[src/hdl/lfpd_div.sv]
// ---------------------------------------------------------------------------
// Serial unsigned divider
// Restoring division, one quotient bit per cycle; done pulses for one cycle.
// ---------------------------------------------------------------------------
module lfpd_div #(
    parameter int DIVIDEND_BITS = 17,
    parameter int DIVISOR_BITS  = 32
) (
    input  logic                     i_clk,
    input  logic                     i_rst_n,
    input  logic                     i_start,
    input  logic [DIVIDEND_BITS-1:0] i_dividend,
    input  logic [DIVISOR_BITS-1:0]  i_divisor,
    output logic [DIVIDEND_BITS-1:0] o_quotient,
    output logic                     o_done
);

    localparam int CNT_BITS = $clog2(DIVIDEND_BITS + 1);

    logic [DIVISOR_BITS-1:0]  r_rem;
    logic [DIVIDEND_BITS-1:0] r_quo;
    logic [DIVISOR_BITS-1:0]  r_dvs;
    logic [CNT_BITS-1:0]      r_cnt;
    logic                     r_busy;
    logic                     r_done;

    logic [DIVISOR_BITS:0]    w_trial;
    logic [DIVISOR_BITS:0]    w_sub;
    logic                     w_ge;

    assign w_trial = {r_rem, r_quo[DIVIDEND_BITS-1]};
    assign w_sub   = w_trial - {1'b0, r_dvs};
    assign w_ge    = w_trial >= {1'b0, r_dvs};

    always_ff @(posedge i_clk) begin
        if (!i_rst_n) begin
            r_busy <= 1'b0;
            r_done <= 1'b0;
            r_cnt  <= '0;
        end else begin
            r_done <= 1'b0;
            if (i_start) begin
                r_busy <= 1'b1;
                r_cnt  <= CNT_BITS'(DIVIDEND_BITS);
            end else if (r_busy) begin
                r_cnt <= r_cnt - CNT_BITS'(1);
                if (r_cnt == CNT_BITS'(1)) begin
                    r_busy <= 1'b0;
                    r_done <= 1'b1;
                end
            end
        end
    end

    // The quotient shifts in where the dividend bits shift out.
    always_ff @(posedge i_clk) begin
        if (i_start) begin
            r_rem <= '0;
            r_quo <= i_dividend;
            r_dvs <= i_divisor;
        end else if (r_busy) begin
            r_rem <= w_ge ? w_sub[DIVISOR_BITS-1:0] : w_trial[DIVISOR_BITS-1:0];
            r_quo <= {r_quo[DIVIDEND_BITS-2:0], w_ge};
        end
    end

    assign o_quotient = r_quo;
    assign o_done     = r_done;

endmodule

[config.mk]
export PLATFORM = sky130hd
export DESIGN_NAME = lfpd_div
export DESIGN_NICKNAME = d
export VERILOG_FILES = /design/src/hdl/lfpd_div.sv
export SDC_FILE = /design/constraint.sdc
export NUM_CORES = 1
export LEC_CHECK = 0
export BUFFER_PORTS_ARGS = -buffer_cell sky130_fd_sc_hd__buf_2
export CORE_MARGIN = 2
export CORE_UTILIZATION = 40
export DETAILED_ROUTE_END_ITERATION = 6
export SYNTH_ARGS = -nofsm -noshare
export SYNTH_HDL_FRONTEND = slang
export SYNTH_SLANG_ARGS = --single-unit
[constraint.sdc]
create_clock -name i_clk -period 3.2 [get_ports i_clk]
set_input_delay 0.48 -clock i_clk [delete_from_list [all_inputs] [get_ports i_clk]]
set_output_delay 0.48 -clock i_clk [all_outputs]
set_load 0.005 [all_outputs]
# Word-level counts from Yosys, hierarchy flattened
# Index checks and enable logic that the tools add are counted.
[word_totals]
regBits = 88
elab_cells = 25
[op_classes]
add_sub_neg = 2
n_lt_le_gt_ge = 1
n_eq_ne = 1
muxes = 9
n_bitwise = 2
reduce_logical = 3
[ops]
columns = ["op", "count"]
rows = [
  ["17-bit 2-to-1 mux", 2],
  ["33-bit by 32-bit >= comparator with 1-bit output", 1],
  ["32-bit 2-to-1 mux", 1],
  ["32-bit subtractor", 1],
  ["5-bit 2-to-1 mux", 2],
  ["5-bit by 1-bit == test with 1-bit output, second input constant", 1],
  ["5-bit by 1-bit subtractor with 5-bit output, second input constant", 1],
  ["1-bit 2-to-1 mux", 4],
  ["3-bit OR reduction", 1],
  ["1-bit NOT", 2],
  ["2-bit nonzero test", 1],
  ["2-bit OR reduction", 1],
]

# Depth between registers and ports, before layout
# Gate-level depths: netlist of run 1.
[depth]
depth_word = 4
mapped_depth = 13

# Worst setup path before layout of run 1
# OpenSTA, ideal clock, no wires.
[synth_timing]
path_kind = "register to register"
start = "register r_dvs[8]"
end = "register r_rem[18]"
setup_ns = 0.140
t_arrival_ns = 2.720
path_slack_ns = 0.339
stages_incl_launch_ff = 14
n_path_buf = 3
synth_period_minus_slack_ns = 2.861
cell_sequence = "edfxtp_1 > inv_1 > ha_1 > clkbuf_1 > nand4_1 > or4_1 > or4_1 > o211ai_2 > a211oi_2 > o21a_1 > buf_2 > buf_2 > nand4_1 > o311ai_0"
[synth_via]
elab_chain_len = 2
word_cells_on_any_way = 3
classes_between = "1 x add/sub; 1 x order compare; 1 x mux"
[synth_lines]
columns = ["item", "line", "source"]
rows = [
  ["from (decl)", "22", "logic [DIVISOR_BITS-1:0] r_dvs;"],
  ["from (signal assigned)", "60", "r_dvs <= i_divisor;"],
  ["32-bit subtractor or 33-bit by 32-bit >= comparator with 1-bit output (tied branches)", "32, 33", ""],
  ["32-bit 2-to-1 mux (*)", "62", "r_rem <= w_ge ? w_sub[DIVISOR_BITS-1:0] : w_trial[DIVISOR_BITS-1:0];"],
  ["to (signal assigned)", "62", ""],
  ["to (decl)", "20", "logic [DIVISOR_BITS-1:0] r_rem;"],
]
# Every way passes the cells marked *; elsewhere a longest branch is shown, timed or not.
# A chain may end at the register's enable or synchronous reset.

# Final worst setup path of run 1
[layout_timing]
start = "register r_dvs[16]"
end = "register r_rem[19]"
# The elaborated chain is that of the path after synthesis.

==> flow_summary.yaml, run 1 <==
route:
  drc: 0
  drt-met1-wl_um: 5920
  wl_met3_um: 545
  maxUsedRoutingLayer: "met4"
  wl_um: 12200
  vias: 4368
  ant_nets: 0
  dr_wl_met2_um: 5580
  post_drt_wl_per_cell_um: 14.8
  vias_per_cell: 5.30
  drt-pass1-iter-count: 4
  drt_first_iter_violations: 221
clocking:
  clock_path_buffers: 2
  cts_made_buffers: 9
  clkLatencyLatePin_ns: 0.35
  cts_tree: "done"
  htree_num_levels: 3
  root_buffer: "clkbuf_16"
  clkTransAtPathRegs_ns: 0.07
  cts.sinks: 88
yosys:
  async_reset_ff_share_pct: 0
  synthCells: 573
  syn_avg_cell_area_um2: 9.28
  netlist_top_cells_area: "edfxtp_1, dfxtp_1, ha_1"
  yosysTopAreaCellShare_pct: 27.7
  yosys.area.top_type: "edfxtp_1"
  synth_cell_types: 57
  synth_nets: 660
  synth_area_um2: 5320
  synthTopCellsByCount: "nand2_1, edfxtp_1, nor2_1"
  synth_ff_type: "edfxtp_1"
  synth_edf_count: 49
  yosysWarnings: 0
  ys_ff_latch: 88
  yosysMostFrequentCell: "nand2_1"
  seq_area_frac_synth_pct: 42.4
floorplan:
  num_rows: 42
  initial_core_util_pct: 40.5
  ioPinCount: 70
  die_area_um2: 14200
  die_w_um: 119
  coreArea_um2: 13100
  die_h_um: 119
worst_setup_path:
  crit_chain: "inv_1 -> ha_2 -> nand4_1 -> or4_4 -> or4_1 -> o211ai_2 -> a211oi_2 -> o21a_1 -> a311o_1 -> a311oi_1"
  max_stage_delay_ns: 0.57
  path_class: "flop to flop"
  crit_fanout: 7
  worst_ep_arrival_time_ns: 3.31
  start_kind: "flop"
  cpLargestDelayFamily: "simple AND/OR/NAND/NOR gates"
  cp-end-kind: "flop"
  path_buf_inv: 1
  slowest_stage: "or4_4"
  required_ns: 3.46
status:
  status: "complete, no violations"
grt:
  antenna_found_initial: 0
  gr-usage-all-layers_pct: 17.7
  grt-ovfl-total: 0
  grt_pass1_wl_um: 20400
  grt_pass1_vias: 4320
  grt_max_degree: 63
layout:
  fin_area_um2: 6250
  fillers: 1285
  regArea_um2: 2250
  layout.nets: 730
  multiInputGateArea_um2: 2800
  antennaDiodeCount: 0
  layout-drive-gt1-share_pct: 22.4
  fin_cells: 824
  post-route-util_pct: 47.6
  area_delta_synth_final_pct: 17.6
sta:
  fin_skew_ns: 0.00987
  worst_slack_ns: 0.152
  fin_crit_ns: 3.05
  finalSetupTns_ns: 0
  fin_crit_sh_pct: 95.2
  drv_slew: 0
  maxSlewHeadroom_pct: 53.7
  finalHoldViolCount: 0
  max_freq_mhz: 328
  whs_ns: 0.299
  setup_viol: 0
  tightestPinTransition_ns: 0.693
placed_design:
  dp_slack_ns: 0.109
  dp_cells: 808
  dp_hpwl_um: 8990
  io_buffers: 69
  gp_congestion: 0.902
  placed_area_um2: 5920
power:
  ir_drop_mv: 0.271
  leakage_nw: 2.68
  p_per_area_nw_per_um2: 536
  power_mw: 3.35
job:
  cap_violations: 0
hold_path:
  min-delay-path-class: "primary input to flop"
final cells by class:
| cell class | count | share of cell area [%] |
|---|---|---|
| multi-input combinational | 409 | 44.9 |
| sequential | 88 | 36.0 |
| timing repair buffer | 93 | 8.47 |
| clock buffer | 9 | 3.60 |
| tap | 176 | 3.52 |
| inverter | 42 | 2.52 |
| clock inverter | 7 | 0.981 |
path summary, 6_finish.rpt:
kind | endpoint | depth (start not counted) | slack, ns | startpoint
worst max register to register | r_rem[19]$_SDFFE_PP0P_ | 10 | 0.15 | r_dvs[16]$_DFFE_PP_
worst max-delay path | r_rem[19]$_SDFFE_PP0P_ | 10 | 0.15 | r_dvs[16]$_DFFE_PP_
worst min register to register | r_rem[10]$_SDFFE_PP0P_ | 2 | 0.49 | r_rem[10]$_SDFFE_PP0P_
worst min-delay path | r_dvs[5]$_DFFE_PP_ | 1 | 0.30 | i_divisor[5]
routing by layer:
metal,up-vias,global-route usage (%)
met5,-,0
met3,12,4.65
li1,2207,-
met4,0,4.93
met2,94,28.4
met1,2055,23.6
where the power goes:
part | leakage, nW | internal [mW] | switching, mW
clock | 0.140 | 0.542 | 0.472
combinational | 1.73 | 0.414 | 0.559
sequential | 0.806 | 1.31 | 0.0583
cells in the final DEF (no fill, tap or decap), types with 3 or more instances in the layout:
| cell | n |
|---|---|
| a211oi_1 | 10 |
| a21boi_0 | 4 |
| a21o_1 | 18 |
| a21oi_1 | 31 |
| a311oi_1 | 21 |
| a31oi_1 | 9 |
| and4_1 | 3 |
| buf_2 | 69 |
| buf_4 | 23 |
| clkbuf_16 | 9 |
| dfxtp_1 | 38 |
| edfxtp_1 | 49 |
| ha_1 | 29 |
| ha_2 | 5 |
| inv_1 | 41 |
| mux2_2 | 17 |
| mux2i_1 | 5 |
| nand2_1 | 79 |
| nand3_1 | 6 |
| nand3b_1 | 3 |
| nand4_1 | 9 |
| nor2_1 | 48 |
| nor2b_1 | 4 |
| nor3_1 | 5 |
| o211ai_1 | 5 |
| o21a_1 | 4 |
| o21ai_0 | 21 |
| o21bai_1 | 4 |
| or3_1 | 3 |
| xnor2_1 | 19 |
| xor2_1 | 10 |
repair_timing:
| action | in CTS | in global routing |
|---|---|---|
| hold endpoints to repair | 0 | 0 |
| setup endpoints to repair | 0 | 25 |
| hold buffers | 0 | 0 |
| setup buffers | 0 | 0 |
| resized for setup | 0 | 12 |
flip-flops by register name, indices dropped and copies added, names as in the netlist:
| signal | count |
|---|---|
| r_dvs | 32 |
| r_cnt | 5 |
| r_rem | 32 |
| o_done | 1 |
| r_busy | 1 |
| o_quotient | 17 |
cells by family after synthesis:
kind of cell / count (synthesis) / share of synthesized area, %
and+or+nand+nor: 175 / 14.9
AOI/OAI and AO/OA: 148 / 19.4
DFF: 88 / 42.4
buffers and inverters: 76 / 5.67
adders and majority gates: 35 / 8.38
xor gates and xnor gates: 29 / 4.78
muxes: 22 / 4.54
worst register-to-register path, stage by stage, from the launching register on:
cell and delay, ns:
edfxtp_1 0.32, inv_1 0.04, ha_2 0.38, nand4_1 0.19, or4_4 0.57, or4_1 0.51, o211ai_2 0.09, a211oi_2 0.10
o21a_1 0.18, a311o_1 0.34, a311oi_1 0.25
Note: power is estimated with default switching activity, not from simulation.
==> run 2, diff against run 1 <==
Settings changed: ABC_AREA from default to 1, CORE_UTILIZATION 40 to 55, CTS_CLUSTER_DIAMETER from default to 40, PLACE_DENSITY from default to 0.76.
==> flow_summary.yaml, run 2 <==
yosys:
  syn_avg_cell_area_um2: 6.63
  async_reset_ff_share_pct: 0
  synth_ff_type: "edfxtp_1"
  synth_cell_types: 34
  yosysTopAreaCellShare_pct: 23.8
  yosys.area.top_type: "edfxtp_1"
  synth_edf_count: 49
  yosysMostFrequentCell: "nand2_1"
  synth_area_um2: 6170
  yosysWarnings: 0
  seq_area_frac_synth_pct: 36.5
  netlist_top_cells_area: "edfxtp_1, nand2_1, dfxtp_1"
  ys_ff_latch: 88
  synthCells: 931
  synthTopCellsByCount: "nand2_1, inv_1, nand3_1"
  synth_nets: 1018
clocking:
  cts_tree: "done"
  htree_num_levels: 3
  clkLatencyLatePin_ns: 0.40
  cts_made_buffers: 9
  post_cts_buffers: 0
  cts_hold_buf: 0
  root_buffer: "clkbuf_8"
  clock_path_buffers: 2
  ctsResizeCount: 0
  cts.sinks: 88
  clkTransAtPathRegs_ns: 0.11
floorplan:
  ioPinCount: 70
  initial_core_util_pct: 56.7
  die_w_um: 110
  num_rows: 38
  coreArea_um2: 10900
  die_area_um2: 12100
  die_h_um: 110
route:
  vias: 5669
  wl_um: 15300
  drc: 3
  drt-pass1-iter-count: 7
  post_drt_wl_per_cell_um: 13.4
  drt_first_iter_violations: 381
  ant_nets: 0
  vias_per_cell: 4.95
grt:
  antenna_found_initial: 0
  grt-ovfl-total: 0
  grt_pass1_wl_um: 25500
  grt_max_degree: 50
  grt_pass1_vias: 5453
  gr-usage-all-layers_pct: 27.4
layout:
  area_delta_synth_final_pct: 11.1
  final_common_cell: "nand2_1"
  layout.nets: 1087
  antennaDiodeCount: 0
  layout-drive-gt1-share_pct: 10.3
  mostFrequentLayoutCells: "nand2_1, inv_1, nand3_1, buf_2"
  fin_cells: 1145
hold_path:
  holdPathEnd: "r_dvs[31]$_DFFE_PP_"
  min-delay-path-class: "primary input to flop"
  min-delay-start: "i_divisor[31]"
  whs_path_depth: 1
worst_setup_path:
  required_ns: 3.47
  cp-end-kind: "flop"
  reg2reg_to: "r_rem[19]$_SDFFE_PP0P_"
  path_class: "flop to flop"
  crit_fanout: 32
  r2r-start: "r_dvs[17]$_DFFE_PP_"
  start_kind: "flop"
  r2r_cells: 11
  reg2reg_slack_ns: 0.55
  worst_ep_arrival_time_ns: 2.92
power:
  ir_drop_mv: 0.615
  leakage_nw: 3.83
  p_per_area_nw_per_um2: 365
sta:
  max_freq_mhz: 378
  setup_viol: 0
  fin_crit_sh_pct: 82.7
  maxSlewHeadroom_pct: 58.8
  finalSetupTns_ns: 0
  fin_skew_ns: 0.0261
  rsz0062_at_grt: "no"
  drv_slew: 0
  finalHoldViolCount: 0
  fin_crit_ns: 2.65
  tightestPinTransition_ns: 0.618
status:
  status: "finished with violations"
  violations: "design-rule violations"
placed_design:
  dp_cells: 1129
  io_buffers: 69
  gp_congestion: 0.959
  dp_hpwl_um: 11600
job:
  cap_violations: 0
-- run 2: cells by family (layout without fill, tap and decap cells) --
group | Yosys count | count (layout) | synth area share (%)
AO/OA/AOI/OAI | 46 | 46 | 4.07
XOR/XNOR | 15 | 15 | 2.13
adder cells (fa/ha/maj) | 35 | 35 | 7.21
buffers and inverters | 209 | 283 | 13.4
flip-flops | 88 | 88 | 36.5
AND/OR/NAND/NOR | 538 | 538 | 36.7
-- run 2: worst max-delay path, stage by stage (launching register included) --
cell	delay [ns]
edfxtp_1	0.33
inv_1	0.05
ha_1	0.38
nand2_1	0.14
nor2_1	0.24
nand2_1	0.11
nor3_1	0.32
nand2_2	0.30
nand2_4	0.39
nand2_1	0.13
nand3_1	0.08
nand2_1	0.06
-- run 2: power by group --
part | internal (mW) | switching (mW) | leakage, nW
clock | 0.442 | 0.422 | 0.0998
combinational | 0.128 | 0.220 | 2.93
sequential | 1.26 | 0.0272 | 0.803
total | 1.83 | 0.669 | 3.83
-- run 2: through the flow --
| step | instance area [um2] | setup WS [ns] | power, mW | hold WS (ns) | util, % |
|---|---|---|---|---|---|
| after floorplan | 6170 | 1.17 | 1.53 | 0.444 | - |
| after global placement | 6650 | 0.528 | 1.66 | 0.456 | 61.0 |
| after detailed placement | 6650 | 0.574 | 1.66 | 0.461 | 61.0 |
| after CTS | 6860 | 0.549 | 2.52 | 0.236 | 63.0 |
| after global routing | 6860 | 0.218 | 2.61 | 0.241 | 63.0 |
| final | 6860 | 0.554 | 2.50 | 0.245 | 63.0 |
-- run 2: area by class of cell --
cell class | count | area (um2)
repair buffers | 77 | 405
clock inverters | 5 | 83.8
multi-input cells | 634 | 3100
inverters | 190 | 713
well taps | 140 | 175
clock buffers | 11 | 131
flip-flops and latches | 88 | 2250
fillers | 1058 | 4030
-- run 2: how the worst max path moves through the flow --
stage                              from                 endpoint  slack [ns]  cells after the start
floorplan                       i_start  o_quotient[0]$_DFFE_PP_        1.17                      4
global placement    r_dvs[17]$_DFFE_PP_    r_rem[8]$_SDFFE_PP0P_        0.53                     11
detailed placement  r_dvs[17]$_DFFE_PP_   r_rem[30]$_SDFFE_PP0P_        0.57                     11
CTS                 r_dvs[17]$_DFFE_PP_    r_rem[0]$_SDFFE_PP0P_        0.55                     11
global route        r_dvs[17]$_DFFE_PP_   r_rem[20]$_SDFFE_PP0P_        0.22                     11
finish              r_dvs[17]$_DFFE_PP_   r_rem[19]$_SDFFE_PP0P_        0.55                     11
-- run 2: metal layers --
metal	GRT usage, %	vias up	wire length, um
met2	47.1	163	7220
li1	-	2994	-
met5	0	-	0
met3	5.28	17	861
met1	34.8	2495	6960
met4	8.05	0	269
